`src/hdl/igniter_fire_sequencer_unit_assert.svh`:
```
// ----------------------------------------------------------------------------
// igniter_fire_sequencer_unit_assert.svh
// Assertion macros shared by the igniter fire sequencer RTL.
// ----------------------------------------------------------------------------
`ifndef IGNITER_FIRE_SEQUENCER_UNIT_ASSERT_SVH
`define IGNITER_FIRE_SEQUENCER_UNIT_ASSERT_SVH

// Condition that holds at every clock edge outside reset
`define IFS_ASSERT_ALWAYS(lbl, cond) \
	lbl: assert property (@(posedge clk) disable iff (!arst_n) (cond)) \
		else $error("ifs: invariant violated");

// Antecedent in one cycle implies consequent in the next
`define IFS_ASSERT_NEXT(lbl, ante, cons) \
	lbl: assert property (@(posedge clk) disable iff (!arst_n) (ante) |=> (cons)) \
		else $error("ifs: sequencing check failed");

`endif

```
`src/hdl/ifs_pkg.sv`:
```
// ----------------------------------------------------------------------------
// ifs_pkg
// Shared types and constants of the igniter fire sequencer.
// ----------------------------------------------------------------------------
`default_nettype none

package ifs_pkg;

	// Widths
	localparam int LIM_W   = 6;
	localparam int POLL_W  = 8;
	localparam int TICK_W  = 11;
	localparam int PULSE_W = 3;
	localparam int IDX_W   = 3;
	localparam int CFG_W   = 11;
	localparam int PHASE_W = 2;

	// Length of each burn pulse
	localparam logic [TICK_W-1:0] BURN_PULSE_TICKS = 11'd200;

	// Register indexes
	typedef enum logic [IDX_W-1:0] {
		REG_DEBOUNCE_LIMIT  = 3'd0,
		REG_RELEASE_POLL    = 3'd1,
		REG_WARN_ON         = 3'd2,
		REG_WARN_OFF        = 3'd3,
		REG_WARN_COUNT      = 3'd4,
		REG_SETTLE          = 3'd5,
		REG_FUEL_LEAD       = 3'd6,
		REG_IGNITE          = 3'd7
	} reg_idx_t;

	// Reported phase codes
	localparam logic [PHASE_W-1:0] PHASE_IDLE       = 2'd0;
	localparam logic [PHASE_W-1:0] PHASE_QUALIFYING = 2'd1;
	localparam logic [PHASE_W-1:0] PHASE_RELEASING  = 2'd2;
	localparam logic [PHASE_W-1:0] PHASE_FIRING     = 2'd3;

	// Configuration register file
	typedef struct packed {
		logic [LIM_W-1:0]   debounce_limit;
		logic [POLL_W-1:0]  release_poll_ticks;
		logic [TICK_W-1:0]  warn_on_ticks;
		logic [TICK_W-1:0]  warn_off_ticks;
		logic [PULSE_W-1:0] warn_pulse_count;
		logic [TICK_W-1:0]  settle_ticks;
		logic [TICK_W-1:0]  fuel_lead_ticks;
		logic [TICK_W-1:0]  ignite_ticks;
	} cfg_t;

	localparam cfg_t CFG_RESET = '{
		debounce_limit:     6'd32,
		release_poll_ticks: 8'd10,
		warn_on_ticks:      11'd100,
		warn_off_ticks:     11'd200,
		warn_pulse_count:   3'd3,
		settle_ticks:       11'd1000,
		fuel_lead_ticks:    11'd500,
		ignite_ticks:       11'd250
	};

	// One result item
	typedef struct packed {
		logic               jaw_open;
		logic               fuel_on;
		logic               igniter_on;
		logic [PHASE_W-1:0] phase;
	} result_t;

endpackage

`default_nettype wire

```
`src/hdl/ifs_core.sv`:
```
// ----------------------------------------------------------------------------
// ifs_core
// Sequencer state and per-tick next-state logic. Advances one tick when
// step_en is high and presents the result of that tick combinationally.
// ----------------------------------------------------------------------------
`default_nettype none

module ifs_core (
	input  wire logic             clk,
	input  wire logic             arst_n,
	input  wire logic             step_en,
	input  wire logic             rel,
	input  wire logic             fire,
	input  wire ifs_pkg::cfg_t    cfg,
	output ifs_pkg::result_t      result
);
	import ifs_pkg::*;

	typedef enum logic [2:0] {
		TP_IDLE, TP_QREL, TP_QFIRE, TP_REL, TP_FIRE
	} top_phase_t;

	typedef enum logic [2:0] {
		FS_READY, FS_WARN_ON, FS_WARN_OFF, FS_SETTLE,
		FS_FUEL, FS_IGNITE, FS_BURN_WAIT, FS_BURN_ON
	} fire_step_t;

	top_phase_t               top_q, top_n;
	fire_step_t               step_q, step_n;
	logic signed [LIM_W:0]    rel_int_q, rel_int_n, fire_int_q, fire_int_n;
	logic [TICK_W-1:0]        dc_q, dc_n, dc_dec;
	logic [PULSE_W-1:0]       pc_q, pc_n, pc_inc;
	logic [1:0]               prev_q;
	logic                     jaw_q, fuel_q, ign_q;
	logic                     jaw_n, fuel_n, ign_n;
	logic signed [LIM_W:0]    lim_s, rel_acc_in, rel_step, fire_step_v;
	logic                     rel_done, fire_done;
	logic [TICK_W-1:0]        poll_ticks;

	// Zero duration counts as one tick
	function automatic logic [TICK_W-1:0] at_least_one(input logic [TICK_W-1:0] v);
		at_least_one = (v == '0) ? TICK_W'(1) : v;
	endfunction

	// Saturating up/down integrator step
	function automatic logic signed [LIM_W:0] integ(
		input logic signed [LIM_W:0] acc,
		input logic                  lvl,
		input logic signed [LIM_W:0] lim
	);
		integ = acc;
		if (!lvl && acc > -lim)
			integ = acc - 7'sd1;
		else if (lvl && acc < lim)
			integ = acc + 7'sd1;
	endfunction

	// Shared arithmetic
	assign lim_s       = (cfg.debounce_limit == '0) ? 7'sd1
	                     : signed'({1'b0, cfg.debounce_limit});
	assign rel_acc_in  = (top_q == TP_IDLE) ? '0 : rel_int_q;
	assign rel_step    = integ(rel_acc_in, rel, lim_s);
	assign fire_step_v = integ(fire_int_q, fire, lim_s);
	assign rel_done    = (rel_step >= lim_s) || (rel_step <= -lim_s);
	assign fire_done   = (fire_step_v >= lim_s) || (fire_step_v <= -lim_s);
	assign dc_dec      = dc_q - TICK_W'(1);
	assign pc_inc      = pc_q + PULSE_W'(1);
	assign poll_ticks  = at_least_one(TICK_W'(cfg.release_poll_ticks));

	// Next-state logic for one tick
	always_comb begin
		top_n      = top_q;
		step_n     = step_q;
		rel_int_n  = rel_int_q;
		fire_int_n = fire_int_q;
		dc_n       = dc_q;
		pc_n       = pc_q;
		jaw_n      = jaw_q;
		fuel_n     = fuel_q;
		ign_n      = ign_q;
		unique case (top_q)
			TP_IDLE: begin
				{jaw_n, fuel_n, ign_n} = 3'b000;
				if ({fire, rel} != prev_q) begin
					rel_int_n  = rel_step;
					fire_int_n = '0;
					top_n      = rel_done ? TP_QFIRE : TP_QREL;
				end
			end
			TP_QREL: begin
				rel_int_n = rel_step;
				if (rel_done)
					top_n = TP_QFIRE;
			end
			TP_QFIRE: begin
				fire_int_n = fire_step_v;
				if (fire_done) begin
					if (rel_int_q <= -lim_s) begin
						{jaw_n, fuel_n, ign_n} = 3'b100;
						dc_n  = poll_ticks;
						top_n = TP_REL;
					end else if (fire_step_v <= -lim_s) begin
						{jaw_n, fuel_n, ign_n} = 3'b100;
						top_n = TP_FIRE;
						pc_n  = '0;
						if (cfg.warn_pulse_count != '0) begin
							ign_n  = 1'b1;
							step_n = FS_WARN_ON;
							dc_n   = at_least_one(cfg.warn_on_ticks);
						end else begin
							step_n = FS_SETTLE;
							dc_n   = at_least_one(cfg.settle_ticks);
						end
					end else begin
						{jaw_n, fuel_n, ign_n} = 3'b000;
						top_n  = TP_IDLE;
						step_n = FS_READY;
					end
				end
			end
			TP_REL: begin
				dc_n = dc_dec;
				if (dc_dec == '0) begin
					if (rel) begin
						{jaw_n, fuel_n, ign_n} = 3'b000;
						top_n  = TP_IDLE;
						step_n = FS_READY;
					end else begin
						dc_n = poll_ticks;
					end
				end
			end
			TP_FIRE: begin
				dc_n = dc_dec;
				if (dc_dec == '0) begin
					case (step_q)
						FS_WARN_ON: begin
							ign_n  = 1'b0;
							step_n = FS_WARN_OFF;
							dc_n   = at_least_one(cfg.warn_off_ticks);
						end
						FS_WARN_OFF: begin
							pc_n = pc_inc;
							if (pc_inc < cfg.warn_pulse_count) begin
								ign_n  = 1'b1;
								step_n = FS_WARN_ON;
								dc_n   = at_least_one(cfg.warn_on_ticks);
							end else begin
								step_n = FS_SETTLE;
								dc_n   = at_least_one(cfg.settle_ticks);
							end
						end
						FS_SETTLE, FS_FUEL: begin
							if (fire) begin
								{jaw_n, fuel_n, ign_n} = 3'b000;
								top_n  = TP_IDLE;
								step_n = FS_READY;
							end else if (step_q == FS_SETTLE) begin
								fuel_n = 1'b1;
								step_n = FS_FUEL;
								dc_n   = at_least_one(cfg.fuel_lead_ticks);
							end else begin
								ign_n  = 1'b1;
								step_n = FS_IGNITE;
								dc_n   = at_least_one(cfg.ignite_ticks);
							end
						end
						FS_IGNITE, FS_BURN_ON: begin
							ign_n = 1'b0;
							if (fire) begin
								{jaw_n, fuel_n, ign_n} = 3'b000;
								top_n  = TP_IDLE;
								step_n = FS_READY;
							end else begin
								step_n = FS_BURN_WAIT;
								dc_n   = at_least_one(cfg.settle_ticks);
							end
						end
						FS_BURN_WAIT: begin
							ign_n  = 1'b1;
							step_n = FS_BURN_ON;
							dc_n   = BURN_PULSE_TICKS;
						end
						default: begin
							{jaw_n, fuel_n, ign_n} = 3'b000;
							top_n  = TP_IDLE;
							step_n = FS_READY;
						end
					endcase
				end
			end
			default: begin
				{jaw_n, fuel_n, ign_n} = 3'b000;
				top_n  = TP_IDLE;
				step_n = FS_READY;
			end
		endcase
	end

	// Result of this tick, from the next state
	always_comb begin
		result.jaw_open   = jaw_n;
		result.fuel_on    = fuel_n;
		result.igniter_on = ign_n;
		case (top_n)
			TP_IDLE: result.phase = PHASE_IDLE;
			TP_REL:  result.phase = PHASE_RELEASING;
			TP_FIRE: result.phase = PHASE_FIRING;
			default: result.phase = PHASE_QUALIFYING;
		endcase
	end

	// State registers
	always_ff @(posedge clk or negedge arst_n) begin
		if (!arst_n) begin
			top_q      <= TP_IDLE;
			step_q     <= FS_READY;
			rel_int_q  <= '0;
			fire_int_q <= '0;
			dc_q       <= '0;
			pc_q       <= '0;
			prev_q     <= 2'b11;
			jaw_q      <= 1'b0;
			fuel_q     <= 1'b0;
			ign_q      <= 1'b0;
		end else if (step_en) begin
			top_q      <= top_n;
			step_q     <= step_n;
			rel_int_q  <= rel_int_n;
			fire_int_q <= fire_int_n;
			dc_q       <= dc_n;
			pc_q       <= pc_n;
			prev_q     <= {fire, rel};
			jaw_q      <= jaw_n;
			fuel_q     <= fuel_n;
			ign_q      <= ign_n;
		end
	end

endmodule

`default_nettype wire

```
`src/hdl/igniter_fire_sequencer_unit.sv`:
```
// ----------------------------------------------------------------------------
// igniter_fire_sequencer_unit: input stage register, then result register.
// One tick per cycle unless the output stalls; state updates in a single pass.
// Reset: async low; state idle, drives off, registers at their reset values.
// ----------------------------------------------------------------------------
`default_nettype none

module igniter_fire_sequencer_unit (
	input  wire logic                        clk,
	input  wire logic                        arst_n,
	// configuration
	input  wire logic                        cfg_we,
	input  wire logic [ifs_pkg::IDX_W-1:0]   cfg_index,
	input  wire logic [ifs_pkg::CFG_W-1:0]   cfg_wdata,
	// tick input
	input  wire logic                        in_valid,
	output logic                             in_ready,
	input  wire logic                        release_level,
	input  wire logic                        fire_level,
	// result output
	output logic                             out_valid,
	input  wire logic                        out_ready,
	output logic                             jaw_open,
	output logic                             fuel_on,
	output logic                             igniter_on,
	output logic [ifs_pkg::PHASE_W-1:0]      phase
);
	import ifs_pkg::*;

	cfg_t    cfg_q;
	logic    s1_valid, rel_s1, fire_s1;
	logic    out_valid_q;
	result_t res_q, res_c;
	logic    advance, step_en;

	// Pipeline flow control
	assign advance  = !out_valid_q || out_ready;
	assign step_en  = s1_valid && advance;
	assign in_ready = !s1_valid || advance;

	// Configuration registers
	always_ff @(posedge clk or negedge arst_n) begin
		if (!arst_n) begin
			cfg_q <= CFG_RESET;
		end else if (cfg_we) begin
			unique case (reg_idx_t'(cfg_index))
				REG_DEBOUNCE_LIMIT: cfg_q.debounce_limit     <= cfg_wdata[LIM_W-1:0];
				REG_RELEASE_POLL:   cfg_q.release_poll_ticks <= cfg_wdata[POLL_W-1:0];
				REG_WARN_ON:        cfg_q.warn_on_ticks      <= cfg_wdata[TICK_W-1:0];
				REG_WARN_OFF:       cfg_q.warn_off_ticks     <= cfg_wdata[TICK_W-1:0];
				REG_WARN_COUNT:     cfg_q.warn_pulse_count   <= cfg_wdata[PULSE_W-1:0];
				REG_SETTLE:         cfg_q.settle_ticks       <= cfg_wdata[TICK_W-1:0];
				REG_FUEL_LEAD:      cfg_q.fuel_lead_ticks    <= cfg_wdata[TICK_W-1:0];
				REG_IGNITE:         cfg_q.ignite_ticks       <= cfg_wdata[TICK_W-1:0];
				default:            cfg_q <= cfg_q;
			endcase
		end
	end

	// Input stage
	always_ff @(posedge clk or negedge arst_n) begin
		if (!arst_n) begin
			s1_valid <= 1'b0;
		end else if (in_ready) begin
			s1_valid <= in_valid;
		end
	end

	always_ff @(posedge clk) begin
		if (in_valid && in_ready) begin
			rel_s1  <= release_level;
			fire_s1 <= fire_level;
		end
	end

	// Sequencer state and tick logic
	ifs_core u_core (
		.clk     (clk),
		.arst_n  (arst_n),
		.step_en (step_en),
		.rel     (rel_s1),
		.fire    (fire_s1),
		.cfg     (cfg_q),
		.result  (res_c)
	);

	// Result register
	always_ff @(posedge clk or negedge arst_n) begin
		if (!arst_n) begin
			out_valid_q <= 1'b0;
		end else if (advance) begin
			out_valid_q <= s1_valid;
		end
	end

	always_ff @(posedge clk) begin
		if (step_en)
			res_q <= res_c;
	end

	assign out_valid  = out_valid_q;
	assign jaw_open   = res_q.jaw_open;
	assign fuel_on    = res_q.fuel_on;
	assign igniter_on = res_q.igniter_on;
	assign phase      = res_q.phase;

	// Checks
	`include "igniter_fire_sequencer_unit_assert.svh"

	`IFS_ASSERT_ALWAYS(a_fuel_needs_fire, !out_valid_q || !res_q.fuel_on || (res_q.jaw_open && res_q.phase == PHASE_FIRING))
	`IFS_ASSERT_ALWAYS(a_quiet_when_not_active, !out_valid_q || (res_q.phase != PHASE_IDLE && res_q.phase != PHASE_QUALIFYING) || (!res_q.jaw_open && !res_q.fuel_on && !res_q.igniter_on))
	`IFS_ASSERT_NEXT(a_tick_reaches_output, step_en, out_valid_q)

endmodule

`default_nettype wire

```
`config.mk`:
```
export PLATFORM = sky130hd
export DESIGN_NAME = igniter_fire_sequencer_unit
export DESIGN_NICKNAME = d
export VERILOG_FILES = /design/src/hdl/ifs_pkg.sv /design/src/hdl/ifs_core.sv /design/src/hdl/igniter_fire_sequencer_unit.sv
export VERILOG_INCLUDE_DIRS = /design/src /design/src/hdl
export SDC_FILE = /design/constraint.sdc
export NUM_CORES = 1
export LEC_CHECK = 0
export BUFFER_PORTS_ARGS = -buffer_cell sky130_fd_sc_hd__buf_2
export CAP_MARGIN = 20
export CORE_ASPECT_RATIO = 0.9
export CORE_UTILIZATION = 57
export CTS_CLUSTER_DIAMETER = 200
export DETAILED_ROUTE_END_ITERATION = 10
export PLACE_DENSITY = 0.84
export SYNTH_ARGS = -nofsm -noshare
export SYNTH_HDL_FRONTEND = slang
export SYNTH_SLANG_ARGS = --single-unit
export TNS_END_PERCENT = 5
```
`constraint.sdc`:
```
create_clock -name clk -period 5.6 [get_ports clk]
set_input_delay 0.56 -clock clk [delete_from_list [all_inputs] [get_ports clk]]
set_output_delay 0.56 -clock clk [all_outputs]
set_load 0.01 [all_outputs]
```
After elaboration in Yosys (flattened, before gate mapping). Cells that the tools add are included.

Multiplexer cells: 91. Reduce and logical (&&, ||, !) cells: 48. Bitwise gates (word level): 1. Equality and inequality tests: 30. Order comparisons: 10. Add/sub/neg operators: 7.

Operator list (number): two-way mux 11 bit (16); logical NOT 11 bit (6); two-way mux 3 bit (21); case mux 11 bit (5 select lines) (1); two-way mux 7 bit (7); case mux 11 bit (3 select lines) (1); == test 3 bit (second input constant) (10); case mux 3 bit (5 select lines) (2); case mux 7 bit (2 select lines) (2); two-way mux 1 bit (25); == test 3 x 2 -> 1 bit (second input constant) (7); <= comparator 7 bit (3); AND reduction 2 bit (8); adder 7 x 2 -> 7 bit (second input constant) (2); greater-or-equal comparator 7 bit (2); greater-than comparator 7 bit (2); less-than comparator 7 bit (2); AND reduction 7 bit (2); subtractor 7 x 2 -> 7 bit (second input constant) (2); case mux 1 bit (4 select lines) (3); case mux 3 bit (2 select lines) (2); case mux 3 bit (4 select lines) (1); subtractor 11 x 1 -> 11 bit (second input constant) (1); == test 3 x 1 -> 1 bit (second input constant) (3); other kinds (27) (56).

Register bits: 120. Output and inout port bits: 7. Logic and storage cells: 213.

Depth between registers and ports, before layout.
Word-level depth: 13. Mapped depth: 27.

Hierarchy. From an unflattened synthesis, not the netlist that was laid out.

Cell total of the unflattened synthesis: 936. Area total of the unflattened synthesis: 8828.5 sq um.

By module, submodules not included: ifs_core (area an instance 5744.3 sq um, instances 1, cells each 763); igniter_fire_sequencer_unit (area an instance 3084.2 sq um, instances 1, cells each 173).

Worst setup path before layout. No wires, ideal clock.

Path kind: register -> register. Start point: register cfg_q[70] (netlist bit). End point: register u_core.dc_q[4]. Stages on the path, launching flop included: 23. Data required time: 5.475 ns. Setup slack: 0.204 ns. Setup time: 0.125 ns. Arrival time: 5.272 ns. Cell sequence: dfrtp_1 > clkbuf_1 > nor2_1 > a21o_1 > inv_1 > ha_1 > xor2_1 > ha_1 > and3_1 > a21oi_1 > o21ai_0 > a21oi_2 > o311ai_4 > or4_1 > o22ai_1 > xor2_1 > ha_1 > nor3_1 > a31oi_1 > a31oi_1 > and3b_4 > a221oi_4 > mux2_2.

Cells in the longest elaborated chain, start to end: 10. Elaborated cells on any way between the ends: 19. Classes of those cells: 1 x add/sub; 5 x order compare; 2 x eq/ne; 6 x mux; 5 x reduce/logical.

Ends and longest elaborated chain: from (decl) (line igniter_fire_sequencer_unit.sv:30) `cfg_t cfg_q;`; from (signal assigned) (line igniter_fire_sequencer_unit.sv:55) `default: cfg_q <= cfg_q;`; logical NOT 6 bit (line ifs_core.sv:59) `assign lim_s = (cfg.debounce_limit == '0) ? 7'sd1`; two-way mux 6 bit * (line ifs_core.sv:59); negator 7 bit or less-than comparator 7 bit (tied branches); greater-than comparator 7 bit or logical AND 1 bit (tied branches) (line ifs_core.sv:52, ifs_core.sv:54); logical AND 1 bit or two-way mux 7 bit (tied branches) (line ifs_core.sv:52, ifs_core.sv:54); two-way mux 7 bit (line ifs_core.sv:52) `if (!lvl && acc > -lim)`; greater-or-equal comparator 7 bit or <= comparator 7 bit (tied branches) (line ifs_core.sv:65, ifs_core.sv:102); logical OR 1 bit (line ifs_core.sv:65) `assign fire_done = (fire_step_v >= lim_s) || (fire_step_v <= -lim_s);`; != test 2 x 1 -> 1 bit (no source line); AND reduction 4 bit (no source line); to (signal assigned) (line ifs_core.sv:231) `dc_q <= dc_n;`; to (decl) (line ifs_core.sv:31) `logic [TICK_W-1:0] dc_q, dc_n, dc_dec;`.

Mark *: on every way between the ends. The rest lies on a longest branch, timed or not. The select of a mux whose other input is x is not followed. A chain may end at the register's enable or synchronous reset.

Worst setup path after layout.
Start point: register cfg_q[69] (netlist bit). End point: register u_core.dc_q[7].

Same word-level chain as after synthesis.

==> impl_summary.log <==
INFO  metric yosys.cell_types.count = 79
INFO  metric syn-cell-area = 8700 µm²
INFO  metric num_rows = 42
INFO  metric die_x = 132 µm
INFO  metric highest_ir_drop_seen_on_vdd = 0.327 mV
INFO  metric number_of_h_tree_levels = 4
INFO  metric finalMaxSlewViolations = 0
INFO  metric run_status = finished clean
INFO  metric finalNonFillerCells = 1182
INFO  metric ys_seq_elements = 120
INFO  metric synthTopCellsByArea = sky130_fd_sc_hd__dfrtp_1 24%, sky130_fd_sc_hd__mux2_2 9.8%, sky130_fd_sc_hd__dfstp_2 9.4%
INFO  metric crit_type = reg -> reg
INFO  metric post_layout_net_count = 1049
INFO  metric achievable-frequency = 187 MHz
INFO  metric post-synth-top-count-cell = sky130_fd_sc_hd__o21ai_0
INFO  metric drcViolationCount = 0
INFO  metric worstPathArrival = 5.66 ns
INFO  metric setup_viol = 0
INFO  metric antenna_found_initial = 0
INFO  metric drv.max_cap_violation_count = 0
INFO  metric relSlewSlack = 34.3%
INFO  metric dr.first_iter.drc_count = 879
INFO  metric detailroute.via_count = 7665
INFO  metric clkTransAtPathRegs = 0.06 ns
INFO  metric power.net_switching = 2.60 mW
INFO  metric power.sequential.fraction = 26.5%
INFO  metric p_leak = 4.11 nW
INFO  metric tritoncts.num_buffers = 17
INFO  metric grt_first_pass_wirelength = 37.4 mm
INFO  metric timing.critical_path.max_delay_family = compound AO/OA/AOI/OAI gates
INFO  metric multiInputGateArea = 5370 µm²
INFO  metric r2r_end = u_core.dc_q[7]
INFO  metric synth_top_cells_by_count = 92 x sky130_fd_sc_hd__o21ai_0, 82 x sky130_fd_sc_hd__dfrtp_1, 76 x sky130_fd_sc_hd__mux2_2, 76 x sky130_fd_sc_hd__nand2_1, 59 x sky130_fd_sc_hd__a21oi_1
INFO  metric yosys.area.top_type = sky130_fd_sc_hd__dfrtp_1
INFO  metric clk-insertion-delay-late = 0.42 ns
INFO  metric vias_per_cell = 6.48
INFO  metric die_area = 15800 µm²
INFO  metric groute.usage.overall = 30.6%
INFO  metric fp.dieH = 119 µm
INFO  metric average_wire_per_cell_in_the_routed_design = 19.7 µm
INFO  metric critical-path-top-cell-by-count = sky130_fd_sc_hd__ha_1
INFO  metric design.portCount = 28
INFO  metric clock_share_of_power = 18.9%
INFO  metric timing.reg2reg.setup_slack = 0.24 ns
INFO  metric number_of_synthesized_flops_with_an_enable_pin = 7
INFO  metric areaGrowthSynthToFinish = 13.2%
INFO  metric worstHoldPathType = in -> async
INFO  metric cp-startpoint = cfg_q[69]
INFO  metric timing.clock.skew = 0.0101 ns
INFO  metric start_util = 58.7%
INFO  metric post_route_cells_drive_above_1_share = 24.7%
INFO  metric clock_sink_count = 120
INFO  metric share_comb_of_total_power = 54.6%
INFO  metric cp.buffers_inverters = 3
INFO  metric critical_path.reg2reg.startpoint = cfg_q[69]
INFO  metric drt_pass1_iterations = 5
INFO  metric endpoint_kind = flip-flop
INFO  metric async_reset_ff_share = 94.2%
INFO  metric seq_area_frac_synth = 35.4%
INFO  metric hpwlAfterDp = 16.6 mm
INFO  metric synth_nets = 1018
INFO  metric congestion_overflow_gr = 0
INFO  metric core = 14800 µm²
INFO  metric n_antenna_cell = 0
INFO  metric finished_cell_area = 9850 µm²
INFO  metric worst_ep_required_time = 5.90 ns
INFO  metric synth_top_area_share = 23.6%
INFO  metric gpl.final_weighted_congestion = 0.974
INFO  metric post-route-period-util = 95.6%
INFO  metric first_global_vias = 7097
INFO  metric max-clock-path-buffers = 2
INFO  metric slowest_stage = sky130_fd_sc_hd__or4_1
INFO  metric detailedPlace.worstSlack = 0.128 ns
INFO  metric internal_dissipation = 3.28 mW
INFO  metric finalCriticalPeriod = 5.36 ns
INFO  metric final_util = 66.4%
INFO  metric postSynthAreaPerCell = 9.25 µm²
INFO  metric least_setup_slack_across_all_paths_after_layout = 0.245 ns
INFO  metric maximum_fanout_along_the_worst_path = 5
INFO  metric power_density = 597 nW/µm²
INFO  metric wire_length_reported_by_the_detailed_router = 23.2 mm
INFO  metric timing.critical_path.slowest_cell_delay = 0.46 ns
INFO  metric path_cells = nor3_2 -> a21o_1 -> inv_1 -> ha_1 -> xor2_2 -> ha_1 -> and3_1 -> a21oi_1 -> o21ai_0 -> a21oi_2 -> o311ai_4 -> or4_1 -> o22ai_2 -> xor2_2 -> ha_1 -> nor3_1 -> a31oi_1 -> a31oi_2 -> buf_4 -> o21ai_1 -> a221oi_4 -> buf_4 -> mux2_2
INFO  metric clock-root-buffer = sky130_fd_sc_hd__clkbuf_16
INFO  metric postSynthCellCount = 940
INFO  metric rr_worst_depth = 23
INFO  metric dp.cells = 1144
INFO  metric worst-slew-pin-transition = 0.985 ns
INFO  metric n_fill_cell = 1164
INFO  metric tritoncts_clock_tree = done
INFO  metric yosys_most_used_dff = sky130_fd_sc_hd__dfrtp_1
INFO  metric placed_cell_area = 9110 µm²
INFO  metric place.port_buffers = 27
INFO  metric register_area = 3080 µm²
INFO  metric ys_warn_count = 0
INFO  metric critical_path.startpoint_type = flip-flop
INFO  metric grt_max_degree = 61
INFO  metric report.final.hold_viol_count = 0
INFO  metric ant_nets = 0
INFO  metric switching_share_of_total_power = 44.2%
INFO  metric design_power_total = 5.87 mW
layout by cell type (no fill, tap or decap), types with 18 or more instances in the layout:
master	instances
sky130_fd_sc_hd__ha_1	56
sky130_fd_sc_hd__buf_2	26
sky130_fd_sc_hd__dfstp_2	31
sky130_fd_sc_hd__clkbuf_16	18
sky130_fd_sc_hd__o21ai_0	90
sky130_fd_sc_hd__nor2_1	58
sky130_fd_sc_hd__nor3_1	23
sky130_fd_sc_hd__a21oi_1	58
sky130_fd_sc_hd__buf_4	38
sky130_fd_sc_hd__nand2_1	76
sky130_fd_sc_hd__inv_1	32
sky130_fd_sc_hd__mux2_2	76
sky130_fd_sc_hd__dfrtp_1	81
sky130_fd_sc_hd__mux2i_1	22
per-layer routing:
metal	GRT usage [%]	part of all wire (%)	vias to the layer above
li1	-	-	3533
met1	43.6	44	3657
met2	44.0	43	409
met3	8.98	10	66
met4	10.9	2.8	0
met5	0	0	-
state kept, by name, summed over array words and instances (netlist names), 2 cells and up:
name / flops
u_core.prev_q: 2
u_core.pc_q: 3
u_core.top_q: 3
cfg_q: 72
u_core.fire_int_q: 7
u_core.step_q: 3
u_core.rel_int_q: 7
u_core.dc_q: 11
phase: 2
stage by stage:
stage          TNS, ns  hold WS, ns
2_1_floorplan        0        0.264
3_3_place_gp         0        0.456
3_5_place_dp         0        0.465
4_1_cts              0        0.194
5_1_grt         -0.131        0.226
6_report             0        0.185
how the worst max path moves through the flow:
stage | to | slack [ns] | depth (start not counted)
4_1_cts | u_core.dc_q[2] | 0.09 | 26
2_1_floorplan | u_core.dc_q[4] | 0.20 | 22
6_report | u_core.dc_q[7] | 0.24 | 23
5_1_grt | u_core.dc_q[7] | -0.04 | 26
3_3_place_gp | u_core.dc_q[2] | 0.24 | 26
3_5_place_dp | u_core.dc_q[2] | 0.13 | 26
cells by family after synthesis:
family	Yosys count	synth area share (%)
AOI/OAI and AO/OA	272	20.5
xor gates and xnor gates	27	2.94
adders and majority gates	57	8.20
buffers and inverters	86	3.90
DFF	120	35.4
muxes	98	12.4
and+or+nand+nor	280	16.7
area by class of cell:
| class | count | share of cell area (%) |
|---|---|---|
| well taps | 198 | 2.52 |
| flip-flops and latches | 120 | 31.3 |
| clock inverters | 10 | 1.22 |
| inverters | 34 | 1.30 |
| repair buffers | 64 | 4.22 |
| clock buffers | 22 | 4.93 |
| multi-input cells | 734 | 54.6 |
worst reg2reg max path, delay by kind of cell, from the launching register on:
| family | cells | cell delay (ns) |
|---|---|---|
| compound gates | 10 | 1.77 |
| simple gates | 4 | 0.99 |
| fa+ha+maj | 3 | 0.84 |
| flops | 1 | 0.45 |
| xor+xnor | 2 | 0.43 |
| buf+inv | 3 | 0.42 |
| mux | 1 | 0.33 |
power by group through the flow:
stage	Sequential [mW]	Combinational, mW	Clock [mW]
CTS	1.54	2.98	1.11
global route	1.60	3.54	1.15
detailed placement	1.54	2.94	0
floorplan	1.34	2.31	0
global placement	1.53	2.88	0
finish	1.56	3.21	1.11
what timing repair did:
| item | in CTS | in global routing |
|---|---|---|
| setup buffers | 0 | 6 |
| hold buffers | 0 | 0 |
| setup endpoints to repair | 0 | 25 |
| resized for setup | 0 | 17 |
(Power assumes the default switching activity.)
